==> src/rtl/core/sine_cosine_tangent_series_defines.svh <==
// Assertion macros for the sine/cosine/tangent series block.
// Used by the top level only; needs a clock named clock and a reset named reset.
`ifndef SINE_COSINE_TANGENT_SERIES_DEFINES_SVH
`define SINE_COSINE_TANGENT_SERIES_DEFINES_SVH

// Property checked at every clock edge outside reset.
`define SCT_ASSERT(lbl, prop, msg) \
   lbl: assert property (@(posedge clock) disable iff (reset) prop) else $error(msg);

// Property checked at every clock edge, reset included.
`define SCT_ASSERT_ALWAYS(lbl, prop, msg) \
   lbl: assert property (@(posedge clock) prop) else $error(msg);

`endif

==> src/rtl/core/sct_pkg.sv <==
// Shared types and constants for the sine/cosine/tangent series block.
// No dependencies; used by every module of the block.
package sct_pkg;

   // Operation codes
   localparam logic [1:0] OP_SINE      = 2'd0;
   localparam logic [1:0] OP_COSINE    = 2'd1;
   localparam logic [1:0] OP_TANGENT   = 2'd2;
   localparam logic [1:0] OP_COTANGENT = 2'd3;

   // Angle constants in Q24, on the 35-bit working angle
   localparam int X_W = 35;
   localparam logic signed [X_W-1:0] PI_Q      = 35'sd52707179;
   localparam logic signed [X_W-1:0] TWO_PI_Q  = 35'sd105414357;
   localparam logic signed [X_W-1:0] HALF_PI_Q = 35'sd26353589;

   localparam logic [3:0] TERM_COUNT_RESET = 4'd10;

   // Divider geometry
   localparam int DIV_NUM_W = 52;
   localparam int DIV_DEN_W = 27;

   typedef struct packed {
      logic [1:0]         op;
      logic signed [31:0] angle;
   } req_word_type;

   typedef struct packed {
      logic signed [31:0] value;
      logic               saturated;
      logic               divide_by_zero;
   } rsp_word_type;

   typedef enum logic [3:0] {
      DP_NOP,
      DP_LOAD,
      DP_REDUCE,
      DP_CLEAR,
      DP_SQUARE,
      DP_SQ_DONE,
      DP_ACCUM,
      DP_MULT,
      DP_DIV_START,
      DP_TERM,
      DP_SINE_DONE,
      DP_QUOT_START,
      DP_QUOT_DONE
   } dp_op_type;

   typedef struct packed {
      dp_op_type  dp_op;
      logic       from_req;    // load angle from the request word
      logic       cos_arg;     // working on pi/2 - angle
      logic       final_sel;   // sine result is the response value
      logic       tan_sel;     // quotient is sine over cosine
      logic [3:0] k;           // series term index
   } dp_cmd_type;

   typedef struct packed {
      logic x_gt_pi;
      logic x_lt_neg_pi;
      logic x_eq_pi;
      logic div_done;
   } dp_stat_type;

   // Series divisor (2k)(2k+1)
   function automatic logic [8:0] series_div(input logic [3:0] k);
      logic [4:0] k2;
      logic [9:0] prod;
      begin
         k2   = {k, 1'b0};
         prod = 10'(k2) * 10'(k2 + 5'd1);
         series_div = prod[8:0];
      end
   endfunction

endpackage

==> src/rtl/core/sct_divider.sv <==
// Restoring unsigned divider, one quotient bit per cycle.
// Depends on sct_pkg for its widths.
module sct_divider (
   input  logic                           clock,
   input  logic                           reset,
   input  logic                           start,
   input  logic [sct_pkg::DIV_NUM_W-1:0]  num,
   input  logic [sct_pkg::DIV_DEN_W-1:0]  den,
   output logic                           done,
   output logic [sct_pkg::DIV_NUM_W-1:0]  quot
);
   localparam int NW = sct_pkg::DIV_NUM_W;
   localparam int DW = sct_pkg::DIV_DEN_W;
   localparam int CW = $clog2(NW);
   localparam logic [CW-1:0] LAST = CW'(NW - 1);

   logic          busy_ff, busy_in;
   logic          done_ff, done_in;
   logic [CW-1:0] cnt_ff, cnt_in;
   logic [NW-1:0] acc_ff, acc_in;
   logic [DW-1:0] rem_ff, rem_in;
   logic [DW-1:0] den_ff, den_in;

   logic [DW:0]   rem_sh;
   logic [DW+1:0] diff;
   logic          ge;

   // One trial subtract per cycle
   always_comb begin
      rem_sh = {rem_ff, acc_ff[NW-1]};
      diff   = {1'b0, rem_sh} - {2'b00, den_ff};
      ge     = ~diff[DW+1];
      busy_in = busy_ff;
      done_in = 1'b0;
      cnt_in  = cnt_ff;
      acc_in  = acc_ff;
      rem_in  = rem_ff;
      den_in  = den_ff;
      if (start) begin
         busy_in = 1'b1;
         cnt_in  = '0;
         acc_in  = num;
         rem_in  = '0;
         den_in  = den;
      end else if (busy_ff) begin
         acc_in = {acc_ff[NW-2:0], ge};
         rem_in = ge ? diff[DW-1:0] : rem_sh[DW-1:0];
         cnt_in = cnt_ff + 1'b1;
         if (cnt_ff == LAST) begin
            busy_in = 1'b0;
            done_in = 1'b1;
         end
      end
   end

   always_ff @(posedge clock) begin
      if (reset) begin
         busy_ff <= 1'b0;
         done_ff <= 1'b0;
      end else begin
         busy_ff <= busy_in;
         done_ff <= done_in;
      end
      cnt_ff <= cnt_in;
      acc_ff <= acc_in;
      rem_ff <= rem_in;
      den_ff <= den_in;
   end

   assign done = done_ff;
   assign quot = acc_ff;

endmodule

==> src/rtl/core/sct_datapath.sv <==
// Datapath: range reduction, shared multiplier, series accumulator and quotient.
// Depends on sct_pkg and sct_divider; driven by sct_ctrl commands.
module sct_datapath (
   input  logic                  clock,
   input  logic                  reset,
   input  sct_pkg::dp_cmd_type   cmd,
   input  sct_pkg::req_word_type req_word,
   output sct_pkg::dp_stat_type  stat,
   output sct_pkg::rsp_word_type rsp_word
);
   localparam int XW = sct_pkg::X_W;
   localparam int NW = sct_pkg::DIV_NUM_W;
   localparam int DW = sct_pkg::DIV_DEN_W;

   logic signed [31:0]   angle_ff;
   logic signed [XW-1:0] x_ff;
   logic [29:0]          a28_ff;
   logic                 neg_ff;
   logic [31:0]          a2_ff;
   logic [31:0]          term_ff;
   logic [63:0]          prod_ff;
   logic signed [35:0]   sum_ff;
   logic signed [31:0]   s_ff, c_ff;
   logic                 qneg_ff, dz_ff, nz_ff, nneg_ff;
   sct_pkg::rsp_word_type res_ff;

   logic signed [31:0]   src_angle;
   logic signed [XW-1:0] src_ext, load_x;
   logic [XW-1:0]        x_abs;
   logic [29:0]          a28_c;
   logic [31:0]          mul_a, mul_b;
   logic [63:0]          sq_round, ser_round;
   logic [8:0]           cdiv;
   logic [35:0]          sum_abs, sum_rnd;
   logic [31:0]          r_mag;
   logic signed [31:0]   r_val;
   logic signed [31:0]   num_v, den_v;
   logic [31:0]          un32, ud32;
   logic [NW-1:0]        qnum;
   logic                 div_start, div_done;
   logic [NW-1:0]        div_num, div_quot;
   logic [DW-1:0]        div_den;
   logic [31:0]          q_lo;

   // Argument select and reduction compares
   always_comb begin
      src_angle = cmd.from_req ? req_word.angle : angle_ff;
      src_ext   = XW'(src_angle);
      load_x    = cmd.cos_arg ? (sct_pkg::HALF_PI_Q - src_ext) : src_ext;
      stat.x_gt_pi     = x_ff > sct_pkg::PI_Q;
      stat.x_lt_neg_pi = x_ff < -sct_pkg::PI_Q;
      stat.x_eq_pi     = x_ff == sct_pkg::PI_Q;
      stat.div_done    = div_done;
   end

   // Magnitude in Q4.28 and multiplier operands
   always_comb begin
      x_abs = x_ff[XW-1] ? XW'(-x_ff) : XW'(x_ff);
      a28_c = {x_abs[25:0], 4'b0000};
      if (cmd.dp_op == sct_pkg::DP_SQUARE) begin
         mul_a = {2'b00, a28_c};
         mul_b = {2'b00, a28_c};
      end else begin
         mul_a = term_ff;
         mul_b = a2_ff;
      end
      sq_round  = prod_ff + (64'd1 << 27);
      cdiv      = sct_pkg::series_div(cmd.k);
      ser_round = prod_ff + ({55'd0, cdiv} << 27);
   end

   // Q28 sum rounded to Q24, ties away from zero, sign of angle applied
   always_comb begin
      sum_abs = sum_ff[35] ? 36'(-sum_ff) : 36'(sum_ff);
      sum_rnd = sum_abs + 36'd8;
      r_mag   = sum_rnd[35:4];
      r_val   = (sum_ff[35] ^ neg_ff) ? -$signed(r_mag) : $signed(r_mag);
   end

   // Quotient operands: |num| * 2^24 + |den| / 2
   always_comb begin
      num_v = cmd.tan_sel ? s_ff : c_ff;
      den_v = cmd.tan_sel ? c_ff : s_ff;
      un32  = num_v[31] ? 32'(-num_v) : 32'(num_v);
      ud32  = den_v[31] ? 32'(-den_v) : 32'(den_v);
      qnum  = (NW'(un32[DW-1:0]) << 24) + NW'(ud32[DW-1:1]);
      q_lo  = div_quot[31:0];
   end

   // Divider launch
   always_comb begin
      div_start = 1'b0;
      div_num   = NW'(ser_round[63:28]);
      div_den   = DW'(cdiv);
      if (cmd.dp_op == sct_pkg::DP_DIV_START) begin
         div_start = 1'b1;
      end else if (cmd.dp_op == sct_pkg::DP_QUOT_START) begin
         div_start = 1'b1;
         div_num   = qnum;
         div_den   = ud32[DW-1:0];
      end
   end

   sct_divider u_div (
      .clock (clock),
      .reset (reset),
      .start (div_start),
      .num   (div_num),
      .den   (div_den),
      .done  (div_done),
      .quot  (div_quot)
   );

   // Datapath registers
   always_ff @(posedge clock) begin
      case (cmd.dp_op)
         sct_pkg::DP_LOAD: begin
            if (cmd.from_req) angle_ff <= req_word.angle;
            x_ff <= load_x;
         end
         sct_pkg::DP_REDUCE: begin
            if (stat.x_gt_pi) x_ff <= x_ff - sct_pkg::TWO_PI_Q;
            else              x_ff <= x_ff + sct_pkg::TWO_PI_Q;
         end
         sct_pkg::DP_CLEAR: begin
            sum_ff <= '0;
            neg_ff <= 1'b0;
         end
         sct_pkg::DP_SQUARE: begin
            a28_ff  <= a28_c;
            neg_ff  <= x_ff[XW-1];
            prod_ff <= mul_a * mul_b;
         end
         sct_pkg::DP_SQ_DONE: begin
            a2_ff   <= sq_round[59:28];
            term_ff <= {2'b00, a28_ff};
            sum_ff  <= '0;
         end
         sct_pkg::DP_ACCUM: begin
            if (cmd.k[0]) sum_ff <= sum_ff + $signed({4'b0000, term_ff});
            else          sum_ff <= sum_ff - $signed({4'b0000, term_ff});
         end
         sct_pkg::DP_MULT: begin
            prod_ff <= mul_a * mul_b;
         end
         sct_pkg::DP_TERM: begin
            term_ff <= q_lo;
         end
         sct_pkg::DP_SINE_DONE: begin
            if (cmd.cos_arg) c_ff <= r_val;
            else             s_ff <= r_val;
            if (cmd.final_sel) begin
               res_ff.value          <= r_val;
               res_ff.saturated      <= 1'b0;
               res_ff.divide_by_zero <= 1'b0;
            end
         end
         sct_pkg::DP_QUOT_START: begin
            qneg_ff <= num_v[31] ^ den_v[31];
            dz_ff   <= den_v == 32'sd0;
            nz_ff   <= num_v == 32'sd0;
            nneg_ff <= num_v[31];
         end
         sct_pkg::DP_QUOT_DONE: begin
            res_ff.divide_by_zero <= dz_ff;
            if (dz_ff) begin
               res_ff.saturated <= 1'b0;
               if (nz_ff)        res_ff.value <= 32'sd0;
               else if (nneg_ff) res_ff.value <= 32'sh80000000;
               else              res_ff.value <= 32'sh7FFFFFFF;
            end else if (!qneg_ff && div_quot > NW'(32'h7FFFFFFF)) begin
               res_ff.value     <= 32'sh7FFFFFFF;
               res_ff.saturated <= 1'b1;
            end else if (qneg_ff && div_quot > NW'(32'h80000000)) begin
               res_ff.value     <= 32'sh80000000;
               res_ff.saturated <= 1'b1;
            end else begin
               res_ff.value     <= qneg_ff ? -$signed(q_lo) : $signed(q_lo);
               res_ff.saturated <= 1'b0;
            end
         end
         default: begin
         end
      endcase
   end

   assign rsp_word = res_ff;

endmodule

==> src/rtl/core/sct_ctrl.sv <==
// Controller: sequences reduction, series terms and the final quotient.
// Depends on sct_pkg; commands sct_datapath and holds the term count register.
module sct_ctrl #(
   parameter int MAX_TERMS = 10
) (
   input  logic                 clock,
   input  logic                 reset,
   input  logic                 start,
   input  logic [1:0]           req_op,
   input  logic                 csr_we,
   input  logic [3:0]           csr_wdata,
   input  sct_pkg::dp_stat_type stat,
   output sct_pkg::dp_cmd_type  cmd,
   output logic                 busy,
   output logic                 rsp_strobe
);
   typedef enum logic [3:0] {
      S_IDLE, S_REDUCE, S_SQ_WAIT, S_ACCUM, S_MULT, S_DIV_START, S_DIV_WAIT,
      S_FINISH, S_LOAD_COS, S_QUOT, S_QUOT_WAIT, S_RESPOND
   } state_type;

   localparam logic [3:0] MAX_N = 4'(MAX_TERMS);

   state_type  state_ff, state_in;
   logic [1:0] op_ff, op_in;
   logic       pass_cos_ff, pass_cos_in;
   logic [3:0] k_ff, k_in;
   logic [3:0] term_count_ff;
   logic [3:0] n;
   logic       op_final;

   assign n        = (term_count_ff > MAX_N) ? MAX_N : term_count_ff;
   assign op_final = (op_ff == sct_pkg::OP_SINE) || (op_ff == sct_pkg::OP_COSINE);

   // Next state and datapath command
   always_comb begin
      state_in    = state_ff;
      op_in       = op_ff;
      pass_cos_in = pass_cos_ff;
      k_in        = k_ff;
      cmd.dp_op     = sct_pkg::DP_NOP;
      cmd.from_req  = 1'b0;
      cmd.cos_arg   = pass_cos_ff;
      cmd.final_sel = op_final;
      cmd.tan_sel   = op_ff == sct_pkg::OP_TANGENT;
      cmd.k         = k_ff;
      unique case (state_ff)
         S_IDLE: begin
            if (start) begin
               op_in        = req_op;
               pass_cos_in  = req_op == sct_pkg::OP_COSINE;
               cmd.dp_op    = sct_pkg::DP_LOAD;
               cmd.from_req = 1'b1;
               cmd.cos_arg  = req_op == sct_pkg::OP_COSINE;
               state_in     = S_REDUCE;
            end
         end
         S_REDUCE: begin
            if (stat.x_gt_pi || stat.x_lt_neg_pi) begin
               cmd.dp_op = sct_pkg::DP_REDUCE;
            end else if (n == 4'd0 || stat.x_eq_pi) begin
               cmd.dp_op = sct_pkg::DP_CLEAR;
               state_in  = S_FINISH;
            end else begin
               cmd.dp_op = sct_pkg::DP_SQUARE;
               state_in  = S_SQ_WAIT;
            end
         end
         S_SQ_WAIT: begin
            cmd.dp_op = sct_pkg::DP_SQ_DONE;
            k_in      = 4'd1;
            state_in  = S_ACCUM;
         end
         S_ACCUM: begin
            cmd.dp_op = sct_pkg::DP_ACCUM;
            state_in  = (k_ff < n) ? S_MULT : S_FINISH;
         end
         S_MULT: begin
            cmd.dp_op = sct_pkg::DP_MULT;
            state_in  = S_DIV_START;
         end
         S_DIV_START: begin
            cmd.dp_op = sct_pkg::DP_DIV_START;
            state_in  = S_DIV_WAIT;
         end
         S_DIV_WAIT: begin
            if (stat.div_done) begin
               cmd.dp_op = sct_pkg::DP_TERM;
               k_in      = k_ff + 4'd1;
               state_in  = S_ACCUM;
            end
         end
         S_FINISH: begin
            cmd.dp_op = sct_pkg::DP_SINE_DONE;
            if (op_final) begin
               state_in = S_RESPOND;
            end else if (!pass_cos_ff) begin
               pass_cos_in = 1'b1;
               state_in    = S_LOAD_COS;
            end else begin
               state_in = S_QUOT;
            end
         end
         S_LOAD_COS: begin
            cmd.dp_op = sct_pkg::DP_LOAD;
            state_in  = S_REDUCE;
         end
         S_QUOT: begin
            cmd.dp_op = sct_pkg::DP_QUOT_START;
            state_in  = S_QUOT_WAIT;
         end
         S_QUOT_WAIT: begin
            if (stat.div_done) begin
               cmd.dp_op = sct_pkg::DP_QUOT_DONE;
               state_in  = S_RESPOND;
            end
         end
         S_RESPOND: begin
            state_in = S_IDLE;
         end
         default: begin
            state_in = S_IDLE;
         end
      endcase
   end

   // State, sequencing registers and term count
   always_ff @(posedge clock) begin
      if (reset) begin
         state_ff      <= S_IDLE;
         term_count_ff <= sct_pkg::TERM_COUNT_RESET;
         pass_cos_ff   <= 1'b0;
         op_ff         <= sct_pkg::OP_SINE;
         k_ff          <= 4'd0;
      end else begin
         state_ff    <= state_in;
         pass_cos_ff <= pass_cos_in;
         op_ff       <= op_in;
         k_ff        <= k_in;
         if (csr_we) term_count_ff <= csr_wdata;
      end
   end

   assign busy       = state_ff != S_IDLE;
   assign rsp_strobe = state_ff == S_RESPOND;

endmodule

==> src/rtl/core/sine_cosine_tangent_series.sv <==
// Sine, cosine, tangent and cotangent of a Q7.24 angle by Maclaurin series.
// Depends on sct_pkg, sct_ctrl, sct_datapath and the assertion macro header.
//
// One word at a time: start is taken while busy is low, and the result on rsp_word
// is flagged by rsp_strobe for a single cycle; the receiver cannot stall it,
// so it must take the word in that cycle. Sine or cosine run time grows with R
// (0 to about 21), the number of 2*pi reduction steps, and with N, the clamped
// term count; each series term after the first costs one multiply plus a 52-step
// one-bit-per-cycle divide. Tangent and cotangent run the series twice with a
// reload state between, then a further divide on the same divider. The user must
// write term_count through csr_we/csr_wdata only while busy is low; the block
// itself does not enforce it.
`include "sine_cosine_tangent_series_defines.svh"

module sine_cosine_tangent_series #(
   parameter int MAX_TERMS = 10
) (
   input  logic                  clock,
   input  logic                  reset,
   input  logic                  start,
   output logic                  busy,
   input  sct_pkg::req_word_type req_word,
   output logic                  rsp_strobe,
   output sct_pkg::rsp_word_type rsp_word,
   input  logic                  csr_we,
   input  logic [3:0]            csr_wdata
);
   sct_pkg::dp_cmd_type  cmd;
   sct_pkg::dp_stat_type stat;

   // Sequencer
   sct_ctrl #(.MAX_TERMS(MAX_TERMS)) u_ctrl (
      .clock      (clock),
      .reset      (reset),
      .start      (start),
      .req_op     (req_word.op),
      .csr_we     (csr_we),
      .csr_wdata  (csr_wdata),
      .stat       (stat),
      .cmd        (cmd),
      .busy       (busy),
      .rsp_strobe (rsp_strobe)
   );

   // Arithmetic
   sct_datapath u_dp (
      .clock    (clock),
      .reset    (reset),
      .cmd      (cmd),
      .req_word (req_word),
      .stat     (stat),
      .rsp_word (rsp_word)
   );

   // Checks
   `SCT_ASSERT(a_one_strobe, rsp_strobe |=> !rsp_strobe && !busy, "result strobe not single")
   `SCT_ASSERT(a_accept_busy, start && !busy |=> busy && !rsp_strobe, "accepted word not busy")
   `SCT_ASSERT(a_dz_no_sat, rsp_strobe && rsp_word.divide_by_zero |-> !rsp_word.saturated, "dz with sat")
   `SCT_ASSERT_ALWAYS(a_strobe_busy, rsp_strobe |-> busy, "strobe while idle")

endmodule
==> config.mk <==
export PLATFORM = sky130hd
export DESIGN_NAME = sine_cosine_tangent_series
export DESIGN_NICKNAME = d
export VERILOG_FILES = /design/src/rtl/core/sct_pkg.sv /design/src/rtl/core/sct_divider.sv /design/src/rtl/core/sct_datapath.sv /design/src/rtl/core/sct_ctrl.sv /design/src/rtl/core/sine_cosine_tangent_series.sv
export VERILOG_INCLUDE_DIRS = /design/src /design/src/rtl/core
export SDC_FILE = /design/constraint.sdc
export NUM_CORES = 2
export LEC_CHECK = 0
export BUFFER_PORTS_ARGS = -buffer_cell sky130_fd_sc_hd__buf_2
export CELL_PAD_IN_SITES_DETAIL_PLACEMENT = 0
export CELL_PAD_IN_SITES_GLOBAL_PLACEMENT = 1
export CORE_AREA = 2 2 409 310
export DETAILED_ROUTE_END_ITERATION = 10
export DIE_AREA = 0 0 411 312
export HOLD_SLACK_MARGIN = 0.02
export PLACE_DENSITY_LB_ADDON = 0.2
export SLEW_MARGIN = 20
export SYNTH_ARGS = -nofsm -noshare
export SYNTH_HDL_FRONTEND = slang
export SYNTH_SLANG_ARGS = --single-unit
==> constraint.sdc <==
create_clock -name clock -period 13.9 [get_ports clock]
set_input_delay 2.78 -clock clock [delete_from_list [all_inputs] [get_ports clock]]
set_output_delay 2.78 -clock clock [all_outputs]
set_load 0.03 [all_outputs]
==> results.toml <==
[finish]
fin_nets = 8467
regArea_um2 = 13370
final_cells = 8830
multi_input_area_um2 = 45840
layout_common_cells = "inv_1, fa_1, nand2_1, nor2_1, edfxtp_1"
syn_to_final_growth_pct = 6.584
drive_gt1_share_pct = 5.939
nFillCells = 11524
final_common_cell = "inv_1"

[outcome]
status = "completed"

[setup_path]
cp_slowest_cell = "inv_1"
cp_data_required_time_ns = 14.22
path_class = "reg -> reg"
worstSetupStartpointType = "flip-flop"
cp.arrival_ns = 13.09
critPathMaxStageDelay_ns = 0.73
cp_max_fo = 24
cp-end-kind = "flip-flop"
crit_top_cell = "fa_1"

[route]
first_iter_violations = 6392
ant_nets = 0
drt-vias-per-instance = 5.929
wl_per_cell_um = 25.32
dr.pass1.iters = 9
vias = 52354
wl_mm = 223.5
drt_drc_violations_left = 0

[sta]
slew_violations = 0
rsz0062_at_grt = "no"
tightest_slew_ns = 1.230
final.setup.tns_ns = 0
fin_crit_sh_pct = 91.87
setup_viol = 0
fin_crit_ns = 12.77
hold_violations = 0
fmax_mhz = 78.31
skew_ns = 0.04557
relSlewSlack_pct = 17.38

[global_routing]
overflow = 0
grt_pass1_vias = 50369
busiest_layer = "met1"
use_met2_pct = 47.86
use_met1_pct = 52.73
grtUsageMet3_pct = 11.59
antenna_found_initial = 22
grt_max_degree = 110
track_usage_pct = 34.92
grt_pass1_wl_mm = 332.0

[clock_network]
clock_path_buffers = 3
htreeDepth = 2
clkSinkCount = 462
clk_latency_ns = 0.63
post_cts_resized = 0
cts_tree = "built"
root_buffer = "clkbuf_16"
path_clk_slew_ns = 0.06
cts_hold_buf = 0
cts_setup_buffers = 0
cts_made_buffers = 47

[synthesis]
yosysSeqAreaShare_pct = 20.81
synth-seq-cells = 462
syn_avg_cell_area_um2 = 8.968
synthFlopType = "edfxtp_1"
netlist_area_um2 = 64260
yosysWarningCount = 0
syn-instance-count = 7165
synth_edf_count = 412
synth-async-reset-ratio_pct = 0
synth_cell_types = 85
synth_nets = 8496

[floorplan]
dieArea_um2 = 128200
core_um2 = 123900
start_util_pct = 51.87
io_pins = 78
dieHeight_um = 312
die_w_um = 411
rows = 112

[flow_run]
drv_cap = 0

[placed_design]
gp_congestion = 1.034
numPortBuffers = 77
hpwl_mm = 180.0
post-place-cells = 8739

[min_path]
worstHoldPathType = "reg -> reg"
## cell usage after synthesis (10+ instances only)
cell type	count	area [um^2]
xnor2_1	247	2163
nand4_1	54	337.8
a21boi_0	10	75.07
o21a_1	61	457.9
nor2_1	769	2887
a31oi_1	35	219.0
o211ai_1	38	285.3
and2_1	221	1383
o31ai_1	48	360.4
dfxtp_1	50	1001
xor2_1	215	1883
o21ai_0	269	1346
nor3_1	103	515.5
mux2_2	12	135.1
clkbuf_1	298	1119
ha_1	387	4842
or2_2	36	225.2
a22oi_1	16	120.1
and3_1	41	256.5
inv_1	1066	4001
o21ai_1	29	145.1
a21o_1	100	750.7
a21oi_1	268	1341
o41ai_1	17	148.9
buf_1	20	75.07
or3_1	45	281.5
nand3_1	86	430.4
or4_1	21	157.7
nor2b_1	41	256.5
fa_1	902	18060
mux2i_1	106	1061
a211oi_1	29	217.7
edfxtp_1	412	12370
o21bai_1	28	210.2
nor4_1	34	212.7
nand2_1	849	3187
nand2b_1	43	269.0
## metrics by stage
| step | worst slack (ns) | utilization, % | hold slack (ns) | cell area, um^2 |
|---|---|---|---|---|
| after floorplan | 3.177 | - | 0.4550 | 64260 |
| after global placement | 1.583 | 54.00 | 0.4892 | 66890 |
| after detailed placement | 1.490 | 54.02 | 0.4966 | 66920 |
| after CTS | 1.425 | 55.25 | 0.5080 | 68450 |
| after global routing | 0.6248 | 55.28 | 0.5229 | 68480 |
| final | 1.130 | 55.28 | 0.5103 | 68490 |
## per-layer routing
layer | routed length (um) | part of all wire [%]
met1 | 96470 | 43
met2 | 89070 | 40
met4 | 6703 | 3.0
met3 | 31090 | 14
met5 | 201 | 0.090
## layout make-up
type	count	area share (%)
clock inverters	28	0.4056
flip-flops and latches	462	19.53
multi-input cells	5315	66.94
clock buffers	58	1.823
repair buffers	244	2.430
well taps	1653	3.020
diodes	4	0.01462
inverters	1066	5.843
## registers in the layout (all words and copies together) (netlist names), 34 cells and up
name             cells
u_dp.prod_ff        37
u_dp.rsp_word       34
u_dp.sum_ff         36
u_dp.u_div.quot     52
u_dp.x_ff           35
## cell families after synthesis
family	after synthesis	share of synthesized area (%)
buffers and inverters	1388	8.126
xor gates and xnor gates	462	6.297
adders and majority gates	1289	35.64
AOI/OAI and AO/OA	1047	10.27
and+or+nand+nor	2399	17.00
DFF	462	20.81
muxes	118	1.862
## critical path: cells and delay by family (launching register included)
family                   cells  cell delay [ns]
adder cells (fa/ha/maj)      9             4.52
AO/OA/AOI/OAI               11             3.57
AND/OR/NAND/NOR              7             2.20
buffers and inverters        8             1.56
flip-flops                   1             0.51
XOR/XNOR                     1             0.11
## worst paths after layout
path | startpoint | to | slack, ns | depth (start not counted)
setup / recovery | u_dp.x_ff[16] | u_dp.prod_ff[63] | 1.13 | 36
hold / removal | u_dp.u_div.rem_ff[20] | u_dp.u_div.rem_ff[20] | 0.51 | 2
hold reg to reg | u_dp.u_div.rem_ff[20] | u_dp.u_div.rem_ff[20] | 0.51 | 2
setup reg to reg | u_dp.x_ff[16] | u_dp.prod_ff[63] | 1.13 | 36
Power is not shown: default switching activity piles up to over one toggle a cycle in this logic, so the estimate is an artifact.
